$ cat src/hw/rtl/largest_prime_in_stream_defines.svh
// Assertion macros shared by the largest_prime_in_stream RTL files.
// No dependencies; included by bare file name where assertions are written.
`ifndef LARGEST_PRIME_IN_STREAM_DEFINES_SVH
`define LARGEST_PRIME_IN_STREAM_DEFINES_SVH

// Same-cycle implication, disabled while reset is asserted.
`define LPIS_ASSERT_NOW(label, clk, rst_n, ante, cons) \
    label: assert property (@(posedge clk) disable iff (!(rst_n)) (ante) |-> (cons)) \
        else $error("assertion failed");

// Next-cycle implication, disabled while reset is asserted.
`define LPIS_ASSERT_NEXT(label, clk, rst_n, ante, cons) \
    label: assert property (@(posedge clk) disable iff (!(rst_n)) (ante) |=> (cons)) \
        else $error("assertion failed");

`endif

$ cat src/hw/rtl/lpis_pkg.sv
// Package for largest_prime_in_stream: widths, constants and control structs.
// Used by the interfaces, the remainder unit and the top level.
package lpis_pkg;

    localparam int VALUE_W = 32;           // input value width, signed
    localparam int MAG_W   = VALUE_W - 1;  // magnitude of a non-negative value
    localparam int DIV_W   = 16;           // trial divisor, covers sqrt(2^31)
    localparam int DSQ_W   = 2 * DIV_W;    // divisor squared
    localparam int REM_W   = DIV_W;        // remainder is always below the divisor
    localparam int CNT_W   = $clog2(MAG_W);

    localparam logic [MAG_W-1:0] SMALLEST_PRIME = MAG_W'(2);
    localparam logic [DIV_W-1:0] FIRST_DIV      = DIV_W'(3);
    localparam logic [DSQ_W-1:0] FIRST_DSQ      = DSQ_W'(9);
    localparam logic [DIV_W-1:0] DIV_STEP       = DIV_W'(2);
    localparam logic [DSQ_W-1:0] DSQ_STEP_CONST = DSQ_W'(4);

    typedef struct packed {
        logic start;
    } t_rem_ctrl;

    typedef struct packed {
        logic done;
        logic zero;
    } t_rem_status;

endpackage

$ cat src/hw/rtl/lpis_if.sv
// Channel interfaces for largest_prime_in_stream: input items and results.
// Depends on lpis_pkg for the field widths.
interface lpis_in_if;
    logic                          valid;
    logic                          ready;
    logic signed [lpis_pkg::VALUE_W-1:0] value;
    logic                          last_item;

    modport source (output valid, output value, output last_item, input ready);
    modport sink   (input valid, input value, input last_item, output ready);
endinterface

interface lpis_out_if;
    logic                        valid;
    logic                        ready;
    logic [lpis_pkg::MAG_W-1:0]  largest_prime;

    modport source (output valid, output largest_prime, input ready);
    modport sink   (input valid, input largest_prime, output ready);
endinterface

$ cat src/hw/rtl/lpis_rem.sv
// Bit-serial remainder unit: dividend mod divisor, one restoring step per cycle.
// Depends on lpis_pkg for widths and the control and status structs.
module lpis_rem (
    input  logic                        i_clk,
    input  logic                        i_rst_n,
    input  lpis_pkg::t_rem_ctrl         i_ctrl,
    input  logic [lpis_pkg::MAG_W-1:0]  i_dividend,
    input  logic [lpis_pkg::DIV_W-1:0]  i_divisor,
    output lpis_pkg::t_rem_status       o_status
);

    logic                        r_busy, n_busy;
    logic                        r_done, n_done;
    logic [lpis_pkg::CNT_W-1:0]  r_cnt, n_cnt;
    logic [lpis_pkg::MAG_W-1:0]  r_dvd, n_dvd;
    logic [lpis_pkg::DIV_W-1:0]  r_dsr, n_dsr;
    logic [lpis_pkg::REM_W-1:0]  r_rem, n_rem;
    logic [lpis_pkg::REM_W:0]    w_trial;
    logic [lpis_pkg::REM_W:0]    w_diff;

    // Bring down the next dividend bit and subtract the divisor when it fits.
    assign w_trial = {r_rem, r_dvd[lpis_pkg::MAG_W-1]};
    assign w_diff  = w_trial - {1'b0, r_dsr};

    always_comb begin
        n_busy = r_busy;
        n_done = 1'b0;
        n_cnt  = r_cnt;
        n_dvd  = r_dvd;
        n_dsr  = r_dsr;
        n_rem  = r_rem;
        if (i_ctrl.start) begin
            n_busy = 1'b1;
            n_cnt  = '0;
            n_dvd  = i_dividend;
            n_dsr  = i_divisor;
            n_rem  = '0;
        end else if (r_busy) begin
            if (w_trial >= {1'b0, r_dsr}) begin
                n_rem = w_diff[lpis_pkg::REM_W-1:0];
            end else begin
                n_rem = w_trial[lpis_pkg::REM_W-1:0];
            end
            n_dvd = {r_dvd[lpis_pkg::MAG_W-2:0], 1'b0};
            n_cnt = r_cnt + 1'b1;
            if (r_cnt == lpis_pkg::CNT_W'(lpis_pkg::MAG_W - 1)) begin
                n_busy = 1'b0;
                n_done = 1'b1;
            end
        end
    end

    always_ff @(posedge i_clk) begin
        if (!i_rst_n) begin
            r_busy <= 1'b0;
            r_done <= 1'b0;
        end else begin
            r_busy <= n_busy;
            r_done <= n_done;
        end
        r_cnt <= n_cnt;
        r_dvd <= n_dvd;
        r_dsr <= n_dsr;
        r_rem <= n_rem;
    end

    assign o_status.done = r_done;
    assign o_status.zero = (r_rem == '0);

endmodule

$ cat src/hw/rtl/largest_prime_in_stream.sv
// Top level of largest_prime_in_stream: sequencer, running maximum, result register.
// Depends on lpis_pkg, lpis_if.sv, lpis_rem and largest_prime_in_stream_defines.svh.
//
// Usage: signed 32-bit values arrive one transfer at a time on i_in, with
// last_item set on the final value of a data set. Each value is tested for
// primality by trial division with odd divisors 3, 5, 7, ... while d*d <= value.
// After the transfer flagged last, one result transfer on o_out carries the
// largest prime of the set, or 0 when the set held none, and the running
// maximum is cleared for the next set.
// Processing: one value is processed at a time and i_in.ready is low
// while it is. Negative values, 0, 1, 2 and even values need no trial. Odd values
// take a bound check per divisor tried and a pass of the bit-serial remainder
// unit, which makes one restoring step per cycle over the 31 magnitude bits.
// A prime near 2^31 tries about 23,170 divisors.
// Reset (synchronous, active low) clears the sequencer, the running maximum and
// the output valid flag.
// Stalls: the result sits in an output register, so a new value is taken while
// a result waits. Only the next last-flagged value waits, in its final cycle,
// until the pending result has been transferred.
`include "largest_prime_in_stream_defines.svh"

module largest_prime_in_stream (
    input  logic        i_clk,
    input  logic        i_rst_n,
    lpis_in_if.sink     i_in,
    lpis_out_if.source  o_out
);

    localparam logic [1:0] ST_IDLE   = 2'd0;
    localparam logic [1:0] ST_CHECK  = 2'd1;
    localparam logic [1:0] ST_DIV    = 2'd2;
    localparam logic [1:0] ST_FINISH = 2'd3;

    logic [1:0]                  r_state, n_state;
    logic [lpis_pkg::MAG_W-1:0]  r_v, n_v;
    logic                        r_last, n_last;
    logic                        r_prime, n_prime;
    logic [lpis_pkg::DIV_W-1:0]  r_div, n_div;
    logic [lpis_pkg::DSQ_W-1:0]  r_dsq, n_dsq;
    logic [lpis_pkg::MAG_W-1:0]  r_best, n_best;
    logic                        r_out_valid, n_out_valid;
    logic [lpis_pkg::MAG_W-1:0]  r_out_data, n_out_data;

    lpis_pkg::t_rem_ctrl   s_rem_ctrl;
    lpis_pkg::t_rem_status s_rem_status;

    logic                        w_accept;
    logic                        w_emit;
    logic [lpis_pkg::MAG_W-1:0]  w_cand;
    logic [lpis_pkg::MAG_W-1:0]  w_in_mag;

    // The shared remainder unit computes value mod divisor for each trial.
    lpis_rem u_rem (
        .i_clk      (i_clk),
        .i_rst_n    (i_rst_n),
        .i_ctrl     (s_rem_ctrl),
        .i_dividend (r_v),
        .i_divisor  (r_div),
        .o_status   (s_rem_status)
    );

    assign i_in.ready = (r_state == ST_IDLE);
    assign w_accept   = i_in.valid && i_in.ready;
    assign w_in_mag   = i_in.value[lpis_pkg::MAG_W-1:0];

    // The new maximum, should the value just tested be a prime above it.
    assign w_cand = (r_prime && (r_v > r_best)) ? r_v : r_best;

    // A last-flagged value may finish only once the output register is free.
    assign w_emit = (r_state == ST_FINISH) && r_last && (!r_out_valid || o_out.ready);

    always_comb begin
        n_state          = r_state;
        n_v              = r_v;
        n_last           = r_last;
        n_prime          = r_prime;
        n_div            = r_div;
        n_dsq            = r_dsq;
        n_best           = r_best;
        n_out_data       = r_out_data;
        n_out_valid      = r_out_valid && !o_out.ready;
        s_rem_ctrl.start = 1'b0;

        case (r_state)
            ST_IDLE: begin
                if (w_accept) begin
                    n_v     = w_in_mag;
                    n_last  = i_in.last_item;
                    n_div   = lpis_pkg::FIRST_DIV;
                    n_dsq   = lpis_pkg::FIRST_DSQ;
                    n_state = ST_FINISH;
                    // Negative values, 0 and 1 are not prime; 2 is the one even prime.
                    if (i_in.value[lpis_pkg::VALUE_W-1]
                            || (w_in_mag < lpis_pkg::SMALLEST_PRIME)) begin
                        n_prime = 1'b0;
                    end else if (w_in_mag == lpis_pkg::SMALLEST_PRIME) begin
                        n_prime = 1'b1;
                    end else if (!w_in_mag[0]) begin
                        n_prime = 1'b0;
                    end else begin
                        n_state = ST_CHECK;
                    end
                end
            end
            ST_CHECK: begin
                // Once the divisor squared passes the value, no factor is left to find.
                if (r_dsq > {1'b0, r_v}) begin
                    n_prime = 1'b1;
                    n_state = ST_FINISH;
                end else begin
                    s_rem_ctrl.start = 1'b1;
                    n_state          = ST_DIV;
                end
            end
            ST_DIV: begin
                if (s_rem_status.done) begin
                    if (s_rem_status.zero) begin
                        n_prime = 1'b0;
                        n_state = ST_FINISH;
                    end else begin
                        // (d + 2)^2 = d^2 + 4d + 4
                        n_div   = r_div + lpis_pkg::DIV_STEP;
                        n_dsq   = r_dsq
                                  + {{(lpis_pkg::DSQ_W - lpis_pkg::DIV_W - 2){1'b0}},
                                     r_div, 2'b00}
                                  + lpis_pkg::DSQ_STEP_CONST;
                        n_state = ST_CHECK;
                    end
                end
            end
            ST_FINISH: begin
                if (!r_last) begin
                    n_best  = w_cand;
                    n_state = ST_IDLE;
                end else if (w_emit) begin
                    n_out_data  = w_cand;
                    n_out_valid = 1'b1;
                    n_best      = '0;
                    n_state     = ST_IDLE;
                end
            end
            default: begin
                n_state = ST_IDLE;
            end
        endcase
    end

    always_ff @(posedge i_clk) begin
        if (!i_rst_n) begin
            r_state     <= ST_IDLE;
            r_best      <= '0;
            r_out_valid <= 1'b0;
        end else begin
            r_state     <= n_state;
            r_best      <= n_best;
            r_out_valid <= n_out_valid;
        end
        r_v        <= n_v;
        r_last     <= n_last;
        r_prime    <= n_prime;
        r_div      <= n_div;
        r_dsq      <= n_dsq;
        r_out_data <= n_out_data;
    end

    assign o_out.valid         = r_out_valid;
    assign o_out.largest_prime = r_out_data;

    // The squared bound tracks the divisor exactly while trials run.
    `LPIS_ASSERT_NOW(a_dsq_tracks_div, i_clk, i_rst_n, (r_state == ST_CHECK), (r_dsq == ({16'd0, r_div} * {16'd0, r_div})))
    // Trial divisors stay odd.
    `LPIS_ASSERT_NOW(a_div_odd, i_clk, i_rst_n, (r_state == ST_CHECK) || (r_state == ST_DIV), r_div[0])
    // The remainder unit reports only while the sequencer waits for it.
    `LPIS_ASSERT_NOW(a_rem_done_in_div, i_clk, i_rst_n, s_rem_status.done, (r_state == ST_DIV))
    // Emitting a result clears the running maximum for the next set.
    `LPIS_ASSERT_NEXT(a_best_cleared, i_clk, i_rst_n, w_emit, (r_best == '0) && r_out_valid)

endmodule
$ cat src/flat_wrapper.sv
// flat-port wrapper written by rule: the top's interface ports become plain ports
module largest_prime_in_stream_flat 
  (i_clk, i_rst_n, i_in_valid, i_in_value, i_in_last_item, i_in_ready, o_out_valid, o_out_largest_prime, o_out_ready);
  lpis_in_if i_in_i ();
  lpis_out_if o_out_i ();
  input  logic i_clk;
  input  logic i_rst_n;
  input wire logic [$bits(i_in_i.valid)-1:0] i_in_valid;
  input wire logic [$bits(i_in_i.value)-1:0] i_in_value;
  input wire logic [$bits(i_in_i.last_item)-1:0] i_in_last_item;
  output wire logic [$bits(i_in_i.ready)-1:0] i_in_ready;
  output wire logic [$bits(o_out_i.valid)-1:0] o_out_valid;
  output wire logic [$bits(o_out_i.largest_prime)-1:0] o_out_largest_prime;
  input wire logic [$bits(o_out_i.ready)-1:0] o_out_ready;
  assign i_in_i.valid = i_in_valid;
  assign i_in_i.value = i_in_value;
  assign i_in_i.last_item = i_in_last_item;
  assign i_in_ready = i_in_i.ready;
  assign o_out_valid = o_out_i.valid;
  assign o_out_largest_prime = o_out_i.largest_prime;
  assign o_out_i.ready = o_out_ready;
  largest_prime_in_stream u_core (.i_clk(i_clk), .i_rst_n(i_rst_n), .i_in(i_in_i), .o_out(o_out_i));
endmodule
$ cat config.mk
export PLATFORM = sky130hd
export DESIGN_NAME = largest_prime_in_stream_flat
export DESIGN_NICKNAME = d
export VERILOG_FILES = /design/src/hw/rtl/lpis_pkg.sv /design/src/hw/rtl/lpis_if.sv /design/src/hw/rtl/lpis_rem.sv /design/src/hw/rtl/largest_prime_in_stream.sv /design/src/flat_wrapper.sv
export VERILOG_INCLUDE_DIRS = /design/src /design/src/hw/rtl
export SDC_FILE = /design/constraint.sdc
export NUM_CORES = 1
export LEC_CHECK = 0
export BUFFER_PORTS_ARGS = -buffer_cell sky130_fd_sc_hd__buf_2
export CORE_MARGIN = 4
export CORE_UTILIZATION = 60
export DETAILED_ROUTE_END_ITERATION = 8
export GPL_TIMING_DRIVEN = 0
export PLACE_DENSITY = 0.79
export SLEW_MARGIN = 25
export SYNTH_ARGS = -nofsm -noshare
export SYNTH_HDL_FRONTEND = slang
export SYNTH_SLANG_ARGS = --single-unit
$ cat constraint.sdc
create_clock -name i_clk -period 6.15 [get_ports i_clk]
set_clock_uncertainty 0.05 [all_clocks]
set_input_delay 0 -clock i_clk [delete_from_list [all_inputs] [get_ports i_clk]]
set_output_delay 0 -clock i_clk [all_outputs]
set_load 0.1 [all_outputs]
; ---- Word-level counts from Yosys, hierarchy flattened
; Index checks and enable logic that the tools add are counted.
[word_totals]
regBits = 216
output_inout_bits = 33
wordCells = 101
[op_classes]
addsub = 5
n_reduce_logical = 21
bitwise_logic = 2
eq_ne = 13
mux = 41
magnitude_cmp = 4
[op_table]
columns = operator, count
row1 = 31-bit two-way mux, 5
row2 = 32-bit two-way mux, 3
row3 = 16-bit two-way mux, 4
row4 = 32-bit one-hot mux with 2 select lines, 1
row5 = 32-bit by 18-bit adder with 32-bit output, 1
row6 = 32-bit by 3-bit adder with 32-bit output (second input constant), 1
row7 = 32-bit by 31-bit > comparator with 1-bit output, 1
row8 = 16-bit one-hot mux with 2 select lines, 1
row9 = 31-bit by 2-bit == test with 1-bit output (second input constant), 1
row10 = 31-bit > comparator, 1
row11 = 31-bit by 2-bit < comparator with 1-bit output (second input constant), 1
row12 = 17-bit by 16-bit >= comparator with 1-bit output, 1
row13 = 1-bit two-way mux, 17
row14 = 16-bit by 2-bit adder with 16-bit output (second input constant), 1
row15 = 16-bit logical NOT, 1
row16 = 2-bit two-way mux, 8
row17 = 16-bit subtractor, 1
row18 = 2-bit != test (second input constant), 4
row19 = 2-bit one-hot mux with 4 select lines, 1
row20 = 3-bit AND reduction, 2
row21 = 6-bit AND reduction, 1
row22 = 5-bit by 1-bit adder with 5-bit output (second input constant), 1
row23 = 5-bit == test (second input constant), 1
row24 = 1-bit logical AND, 5
row25 = other kinds (15), 22

; ---- Longest topological paths before layout
; Gate-level depths: netlist of run 1.
[depth]
word_depth = 6
ltp_mapped = 11

; ---- Modules after synthesis
; A second synthesis of run 1 with hierarchy kept.
[unflattened]
cells_unflattened = 1078
area_unflattened_um2 = 11571.1
[by_module_without_submodules]
columns = module, cells_per_inst, area_per_inst_um2, seq_area_each_um2, n_inst
row1 = largest_prime_in_stream, 757, 7951.4, 3923.8, 1
row2 = lpis_rem, 321, 3619.7, 1871.8, 1

; ---- Worst setup path before layout of run 1
; Ideal clock, no wire load.
[synth_path]
path_type = register to register
from = reg u_core.r_state[0]
to = reg u_core.r_div[10] (netlist bit) (enable)
path_slack_ns = 0.901
required_time_ns = 5.588
path_buffers = 0
t_arrival_ns = 4.687
synth_period_minus_slack_ns = 5.249
path_stages_with_launch = 5
path_cell_list = dfxtp_1 inv_1 ha_1 inv_1 a211oi_1
[synth_between]
elab_chain_len = 4
elab_cells_between_ends = 8
cone_classes = 4 x eq/ne / 4 x reduce/logical
[synth_lines]
columns = item, line_no
row1 = from (decl), largest_prime_in_stream.sv:34  ; logic [1:0] r_state, n_state;
row2 = from (signal assigned), largest_prime_in_stream.sv:154  ; r_state <= n_state;
row3 = 2-bit logical NOT *, largest_prime_in_stream.sv:62  ; assign i_in.ready = (r_state == ST_IDLE);
row4 = via i_in_ready, flat_wrapper.sv:11  ; output wire logic [$bits(i_in_i.ready)-1:0] i_in_ready;
row5 = 1-bit logical AND, largest_prime_in_stream.sv:63  ; assign w_accept = i_in.valid && i_in.ready;
row6 = 2-bit != test (no source line), --
row7 = 4-bit AND reduction (no source line) *, --
row8 = to (signal assigned), largest_prime_in_stream.sv:161  ; r_div <= n_div;
row9 = to (decl), largest_prime_in_stream.sv:38  ; logic [lpis_pkg::DIV_W-1:0] r_div, n_div;
; Mark *: on every way through the listed nets, which the timed path passes. The rest lies on a longest branch.
; A chain may end at the register's enable or synchronous reset.

; ---- Worst setup path in the final report of run 1
[layout_path]
from = reg u_core.r_v[29] (netlist bit)
to = reg u_core.u_rem.r_dvd[19] (netlist bit) (enable)
[layout_between]
elab_chain_len = 4
[layout_lines]
columns = item, line_no
row1 = from (decl), largest_prime_in_stream.sv:35  ; logic [lpis_pkg::MAG_W-1:0] r_v, n_v;
row2 = from (signal assigned), largest_prime_in_stream.sv:158  ; r_v <= n_v;
row3 = 32-bit by 31-bit > comparator with 1-bit output, largest_prime_in_stream.sv:107  ; if (r_dsq > {1'b0, r_v}) begin
row4 = 1-bit two-way mux, largest_prime_in_stream.sv:107
row5 = 1-bit two-way mux, largest_prime_in_stream.sv:84  ; case (r_state)
row6 = 2-bit nonzero test (no source line), --
row7 = to (signal assigned), lpis_rem.sv:62  ; r_dvd <= n_dvd;
row8 = to (decl), lpis_rem.sv:15  ; logic [lpis_pkg::MAG_W-1:0] r_dvd, n_dvd;
; Every way passes these cells.

==> metrics.md, run 1 <==
| Metric | Value |
|---|---|
| Design Area, Final | 14600 um^2 |
| Gpl congestion | ~0.91 |
| Die height | about 150 um |
| R2r setup slk | 2.30 ns |
| HP Class | in2reg |
| Slew HR | 42.9% |
| Area of the core | 20400 um^2 |
| Multi-input logic area | 6200 um^2 |
| Rows | 52 |
| FF+latch count, synth | 211 |
| R2R depth | 10 |
| Die area | 23300 um^2 |
| Global-route wire length before repair | approximately 51 mm |
| Share of cells above drive strength 1 | 13.4% |
| 1st-pass router iterations | 7 |
| Place WS | 2.36 ns |
| RSZ-0062 raised after global routing | no |
| Syn nets | 1342 |
| Top Metal Used | met5 |
| Largest net degree at the start of global routing | 25 |
| Mapped cell area | 12600 um^2 |
| Filler cells | 1466 |
| Routed len/inst | 20.0 um |
| Seq. cell area | 5770 um^2 |
| Post-Syn Instances | 1191 |
| Post-cts hold buffer count | 33 |
| Num CTS Buffers | 24 |
| Initial antenna violation count | 2 |
| TritonCTS clock tree | yes |
| Inst Count DP | 1535 |
| Reg2reg end | u_core.u_rem.r_dvd[19]$_DFFE_PP_ |
| Worst-path maximum fanout | 16 |
| # nets final | 1475 |
| Post CTS Setup Buffer Count | 0 |
| Pwr per Cell Area | 530 nW/um^2 |
| Sinks on Clock Net | around 210 |
| Fin Hold WS | about 0.15 ns |
| Final WS setup | 2.30 ns |
| FFs w/ async S/R, synth | 0% |
| Area grow syn2layout | 16.4% |
| Achievable Freq | 260 MHz |
| Port bufs | 68 |
| Seq/Total Area, Yosys | 45.9% |
| Final non-filler cell total | 1612 |
| Max Cap Viol | 0 |
| Final period util | 62.7% |
| YS warnings | 0 |
| Final setup viols | 0 |
| Most frequent cells in the layout | edfxtp_1 (154), ha_1 (112), inv_1 (95) |
| Synth unique cells | 67 |
| Most common cell after layout, fill and taps aside | edfxtp_1 |
| Crit path arrival time | 4.07 ns |
| Wire length on met3 | 2.42 mm |
| DRT iter0 DRCs | 862 |
| Min-delay src | i_in_valid |
| WL met2 | 15.0 mm |
| Die width | 153 um |
| Placed Area | 13400 um^2 |
| CTS root buffer | clkbuf_16 |
| Worst R2R Start | u_core.r_v[29]$_DFFE_PP_ |
| Post-route ant nets | 0 |
| Fin crit period | 3.85 ns |
| Via-to-Cell Ratio | 6.18 |
| Most used flip-flop cell after synthesis | edfxtp_1 |
| Worst setup EP type | register |
| IO Count | 70 |
| Critical Path RT | 6.37 ns |
| Final slew viol count | 0 |
| Hold-critical path depth | 2 |
| Gr ovfl total | 0 |
| Total power | ~0.0078 W |
| Detailed Route WL | between 30 and 40 mm |
| Via count | 9963 |
| DRC errors left | 0 |
| Critical path type | reg2reg |
| Syn avg cell area | 10.5 um^2 |
| CTS-repair resized insts | 0 |
| Vias in the first global route | between 9k and 10k |
| H-tree levels | 1 |
| Clock transition at path regs | 0.06 ns |
| Worst-margin pin slew | between 0.8 and 0.9 ns |
| Hold EP | u_core.r_v[24]$_DFFE_PP_ |
| Number of flops mapped to enable cells by yosys | 154 |
| Initial core utilization | 61.5% |
| Max VDD drop | 0.295 mV |
| Max clock buf depth | 3 |
| Pleak | 6.23 nW |
| Crit start category | register |
| WL met1 | about 13 mm |
| Clock latency on the worst-skew pair | roughly 0.52 ns |
| Run status | complete, no violations |
| Fin. Hold Viols | 0 |
| ANT cells | 0 |
| Hpwl dp | 22.6 mm |
| GRT Total Usage | 26.8% |
[report_power, final]
| part | leakage (nW) | switching (W) | internal [W] |
|---|---|---|---|
| logic | 3.86 | 0.00214 | 0.00145 |
| registers | 1.92 | 0.000373 | 0.00217 |
| clock network | 0.443 | 0.000580 | 0.00104 |
| total | 6.23 | 0.00310 | 0.00466 |
[cell families (layout without fill, tap and decap cells)]
kind of cell | Yosys count | count (layout) | synth area share (%)
adders and majority gates | 114 | 114 | 11.5
DFF | 211 | 211 | 45.9
and+or+nand+nor | 387 | 387 | 16.4
AOI/OAI and AO/OA | 208 | 208 | 11.8
xor gates and xnor gates | 35 | 35 | 2.44
buffers and inverters | 152 | 303 | 4.93
muxes | 84 | 84 | 7.03
[final cells by class]
type                            count  area share [%]
Timing Repair Buffer              107            5.41
Buffer                             56            1.77
Multi-Input combinational cell    828            42.4
Clock inverter                      9            1.18
Inverter                           96            2.46
Tap cell                          270            2.31
Clock buffer                       35            5.03
Sequential cell                   211            39.4
[per-stage QoR]
| stage | setup TNS [ns] | utilization, % |
|---|---|---|
| detailed placement | 0 | 65.5 |
| floorplan | 0 | - |
| finish | 0 | 71.6 |
| global route | 0 | 71.6 |
| CTS | 0 | 71.6 |
| global placement | -13.21 | 64.8 |
[critical path, cell delays in order, from the launching register on]
cell and delay, ns:
edfxtp_1 0.47, inv_1 0.11, ha_1 0.32, and4b_1 0.26
nand4_1 0.16, nor3_1 0.45, a21oi_1 0.17, o21ai_2 0.50
buf_2 0.41, nand2b_2 0.38, buf_16 0.30
[sequential cells by signal, indices dropped and copies added, names as in the netlist, 2 cells and up]
| name | flops |
|---|---|
| u_core.r_v | 31 |
| u_core.r_state | 2 |
| u_core.u_rem.r_dvd | 31 |
| u_core.r_div | 15 |
| u_core.o_out.largest_prime | 31 |
| u_core.r_dsq | 29 |
| u_core.u_rem.r_rem | 16 |
| u_core.r_best | 31 |
| u_core.u_rem.r_cnt | 5 |
| u_core.u_rem.r_dsr | 15 |
[worst max-delay path by stage]
stage | start | end | slack [ns] | depth (start not counted)
after global routing | u_core.r_v[27]$_DFFE_PP_ | u_core.u_rem.r_dvd[19]$_DFFE_PP_ | 2.09 | 11
after global placement | u_core.r_state[0]$_SDFFE_PN0P_ | u_core.r_dsq[26]$_SDFFCE_PN0P_ | -0.30 | 4
after floorplan | u_core.r_state[0]$_SDFFE_PN0P_ | u_core.r_div[10]$_SDFFCE_PN0P_ | 0.90 | 4
after CTS | u_core.r_v[27]$_DFFE_PP_ | u_core.u_rem.r_dvd[17]$_DFFE_PP_ | 2.36 | 11
final | u_core.r_v[29]$_DFFE_PP_ | u_core.u_rem.r_dvd[19]$_DFFE_PP_ | 2.30 | 10
after detailed placement | u_core.r_v[27]$_DFFE_PP_ | u_core.u_rem.r_dvd[16]$_DFFE_PP_ | 2.36 | 11
[synthesized netlist by cell type, drive strengths merged (37+ instances only)]
cell type  instances  area [um^2]
a21oi             46          230
and3              45          282
clkbuf            37          140
dfxtp             57         1140
edfxtp           154         4620
ha               112         1400
inv               95          357
mux2i             50          500
nand2             82          308
nand4             53          332
nor2              77          292
[routing by layer]
metal  track usage [%]  up-vias
li1                  -     4726
met1              35.8     4724
met2              43.6      415
met3              4.46       94
met4              11.0        4
met5                 0        -
Power figures use the tool's default switching activity.
==> inputs of run 2 (changes only) <==
ABC_AREA = 1   (was unset)
clock period = 3.77 ns   (was 6.15 ns; I/O delays follow)
==> run 2 against run 1 <==
Total power grew 48%. Worst hold slack lost 0.025 ns. Critical path depth grew 3. Global-route usage grew 1.1 points. Critical endpoint is now u_core.u_rem.r_dvd[25]$_DFFE_PP_. Fmax grew 24%. Via count grew 7.8%. The run now ends with design-rule violations left. Setup slack lost 1.6 ns. Largest power group unchanged. Clock-buffer cell count shrank 6. Sequential power grew 57%.
==> metrics.md, run 2 <==
| Metric | Value |
|---|---|
| Run status | finished with violations |
| Failing checks | design-rule violations |
| Post-route ant nets | 0 (unchanged) |
| Die area | 23000 um^2 (-1.2%) |
| Worst-margin pin slew | 0.759 ns (-0.0763 ns) |
| Clock transition at path regs | 0.06 ns (about the same) |
| Final setup viols | 0 (unchanged) |
| CP startpoint | u_core.r_v[30]$_DFFE_PP_ |
| Dominant cell type by area after synthesis | edfxtp_1 |
| TritonCTS clock tree | yes |
| Cells along the critical path | inv_1, ha_1, inv_1, nor2_1, and3_1, nand2_2, nor3_4, nand4_1, nand2_1, nand2_4, buf_12, buf_6, nand2_2 |
| P_sw | 0.00487 W (+57%) |
| Internal power | 0.00658 W (+41%) |
| Achievable Freq | 321 MHz (+24%) |
| Largest net degree at the start of global routing | 33 (+32%) |
| Seq/Total Area, Yosys | 46.5% (+0.60 points) |
| Syn nets | 1606 (+20%) |
| Post-Syn Instances | 1455 (+22%) |
| Via-to-Cell Ratio | 5.73 (-7.3%) |
| Most common cell after layout, fill and taps aside | nand2_1 |
| Vias in the first global route | 10.5k (+6.7%) |
| Worst setup EP type | register |
| Min-delay src | i_in_valid |
| Number of flops mapped to enable cells by yosys | 154 (unchanged) |
| Critical Path RT | 3.87 ns (-2.50 ns) |
| Synth unique cells | 45 (-33%) |
| Port bufs | 69 (+1.5%) |
| Final period util | 82.5% (+20 points) |
| Hold-critical path depth | 5 (+3) |
| Rows | 52 (unchanged) |
| Most frequent cells in the layout | nand2_1 (343), inv_1 (178), edfxtp_1 (154) |
| Gr ovfl total | 0 (unchanged) |
| Syn avg cell area | 8.52 um^2 (-19%) |
| Post-Synth Adder-Cell Area | 11.6% (+0.15 points) |
| Top cells by area, synth | edfxtp_1 (37%), ha_1 (11%), nand2_1 (10%) |
| Filler cells | 1538 (+4.9%) |
| Die width | 152 um (-0.62%) |
| Post-Synth Simple-Gate Area | 23.9% (+7.5 points) |
| Reg2reg end | u_core.u_rem.r_dvd[25]$_DFFE_PP_ |
| Post CTS Setup Buffer Count | 0 (unchanged) |
| Mapped cell area | 12400 um^2 (-1.3%) |
| Max clock buf depth | 3 (unchanged) |
| RSZ-0062 raised after global routing | no |
| Fin Hold WS | 0.127 ns (-0.0252 ns) |
| Global-route wire length before repair | 51.2 mm (+0.18%) |
| Synth Area in XOR/XNOR | 0.918% (-1.5 points) |
| Hpwl dp | 22.9 mm (+1.1%) |
| Crit start category | register |
| Clock latency on the worst-skew pair | 0.53 ns (about the same) |
| Routed len/inst | 17.1 um (-14%) |
| Setup tns final | 0 ns (unchanged) |
| DRT iter0 DRCs | 999 (+16%) |
| Main combinational cell family by area after synthesis | simple AND/OR/NAND/NOR gates |
| Num CTS Buffers | 23 (-4.2%) |
| Fin. Hold Viols | 0 (unchanged) |
| Most used flip-flop cell after synthesis | edfxtp_1 |
| Hold EP | u_core.r_prime$_DFFE_PP_ |
| Worst R2R Start | u_core.r_v[30]$_DFFE_PP_ |
| 1st-pass router iterations | 9 (+2) |
| Max VDD drop | 0.427 mV (+45%) |
| Gpl congestion | 0.891 (-2.4%) |
| Most common cell in the netlist | nand2_1 |
| Area of the core | 20300 um^2 (-0.64%) |
| Crit path arrival time | 3.21 ns (-0.86 ns) |
| IO Count | 70 (unchanged) |
| # nets final | 1738 (+18%) |
| Combinational share of power | 44.1% (-2.2 points) |
| Initial core utilization | 61.1% (-0.41 points) |
| Share of cells above drive strength 1 | 9.79% (-3.6 points) |
| Synth top area share | 37.3% (+0.48 points) |
| Slew HR | 49.3% (+6.4 points) |
| CTS root buffer | clkbuf_16 |
| Post-synthesis compound-gate area fraction | 9.70% (-2.1 points) |
| Switching share of power | 42.5% (+2.6 points) |
| Pleak | 6.40 nW (+2.7%) |
| HP Class | in2reg |
| Via count | 10.7k (+7.8%) |
| Area grow syn2layout | 15.3% |
| Initial antenna violation count | 0 (-2) |
| H-tree levels | 1 (unchanged) |
| R2r setup slk | 0.66 ns (-1.64 ns) |
| Max incr delay on CP | 0.56 ns (+0.06 ns) |
| Clock share of power | 20.9% (about the same) |
| YS warnings | 0 (unchanged) |
| Die height | 152 um (-0.62%) |
| Flop pwr share | 34.9% (+2.1 points) |
| Slowest CP cell | nand2_2 |
| FFs w/ async S/R, synth | 0% (unchanged) |
| FF+latch count, synth | 211 (unchanged) |
| DRC errors left | 1 (+1) |
| Worst-path maximum fanout | 31 (+15) |
| R2R depth | 13 (+3) |
| Most frequent cells after synthesis | nand2_1 (344), inv_1 (180), edfxtp_1 (154) |
| GRT Total Usage | 27.9% (+1.1 points) |
| Sinks on Clock Net | 211 (unchanged) |
| Pwr per Cell Area | 800 nW/um^2 (+51%) |
| Max Cap Viol | 0 (unchanged) |
| Critical path type | reg2reg |
| Final slew viol count | 0 (unchanged) |
| Mux cell area share after synthesis | 0% (-7.0 points) |
| Fin crit period | 3.11 ns (-0.742 ns) |
| Detailed Route WL | 32.1 mm (-0.41%) |
run 2: through the flow:
stage          cell area, um^2  setup WS (ns)  utilization [%]  power, W  std cells
3_5_place_dp             13100          0.766             64.7   0.00890       1796
5_1_grt                  14300          0.463             70.4    0.0122       1873
6_report                 14300          0.659             70.4    0.0114       1874
4_1_cts                  14300          0.681             70.4    0.0114       1873
2_1_floorplan            12400          0.908                -   0.00756       1455
3_3_place_gp             13100          0.402             64.4   0.00868       1794
run 2: timing repair:
item | 4_1_cts | 5_1_grt
gates resized for setup | 0 | 0
hold buffers | 36 | 0
hold endpoints to repair | 41 | 0
run 2: power groups by stage:
stage | Sequential (W) | Clock [W] | Combinational [W]
2_1_floorplan | 0.00407 | 0 | 0.00349
3_3_place_gp | 0.00403 | 0 | 0.00465
3_5_place_dp | 0.00403 | 0 | 0.00488
4_1_cts | 0.00399 | 0.00242 | 0.00497
5_1_grt | 0.00406 | 0.00251 | 0.00567
6_report | 0.00400 | 0.00240 | 0.00505
run 2: cell families (layout without fill, tap and decap cells):
logic type,after synthesis,in the layout
and+or+nand+nor,671,671
AOI/OAI and AO/OA,224,224
buffers and inverters,222,370
DFF,211,211
adders and majority gates,114,114
xor gates and xnor gates,13,13
other,0,1
run 2: cell type report:
| class | count | area [um^2] | area share [%] |
|---|---|---|---|
| clock buffer | 29 | 618 | 4.32 |
| buffer | 39 | 225 | 1.57 |
| antenna | 1 | 2.50 | 0.0175 |
| sequential | 211 | 5770 | 40.3 |
| inverter | 183 | 687 | 4.80 |
| clock inverter | 12 | 179 | 1.25 |
| timing repair buffer | 107 | 753 | 5.27 |
| multi-input combinational | 1022 | 5730 | 40.1 |
| tap | 270 | 338 | 2.36 |
run 2: layer usage:
metal	GRT usage, %	wire length [um]	up-vias
li1	-	-	5178
met1	36.3	13200	4983
met2	46.5	15400	467
met3	3.66	2100	114
met4	13.1	1410	0
met5	0	0	-
run 2: worst max path at each step:
stage / end / slack (ns)
finish: u_core.u_rem.r_dvd[25]$_DFFE_PP_ / 0.66
global route: u_core.u_rem.r_dvd[28]$_DFFE_PP_ / 0.46
CTS: u_core.u_rem.r_dvd[28]$_DFFE_PP_ / 0.68
detailed placement: u_core.u_rem.r_dvd[26]$_DFFE_PP_ / 0.77
global placement: u_core.u_rem.r_dvd[25]$_DFFE_PP_ / 0.40
floorplan: u_core.r_div[10]$_SDFFCE_PN0P_ / 0.91
run 2: critical path: cells and delay by family, from the launching register on:
family / cells / cell delay, ns
fa+ha+maj: 1 / 0.29
buf+inv: 4 / 0.44
simple gates: 8 / 1.58
flops: 1 / 0.35
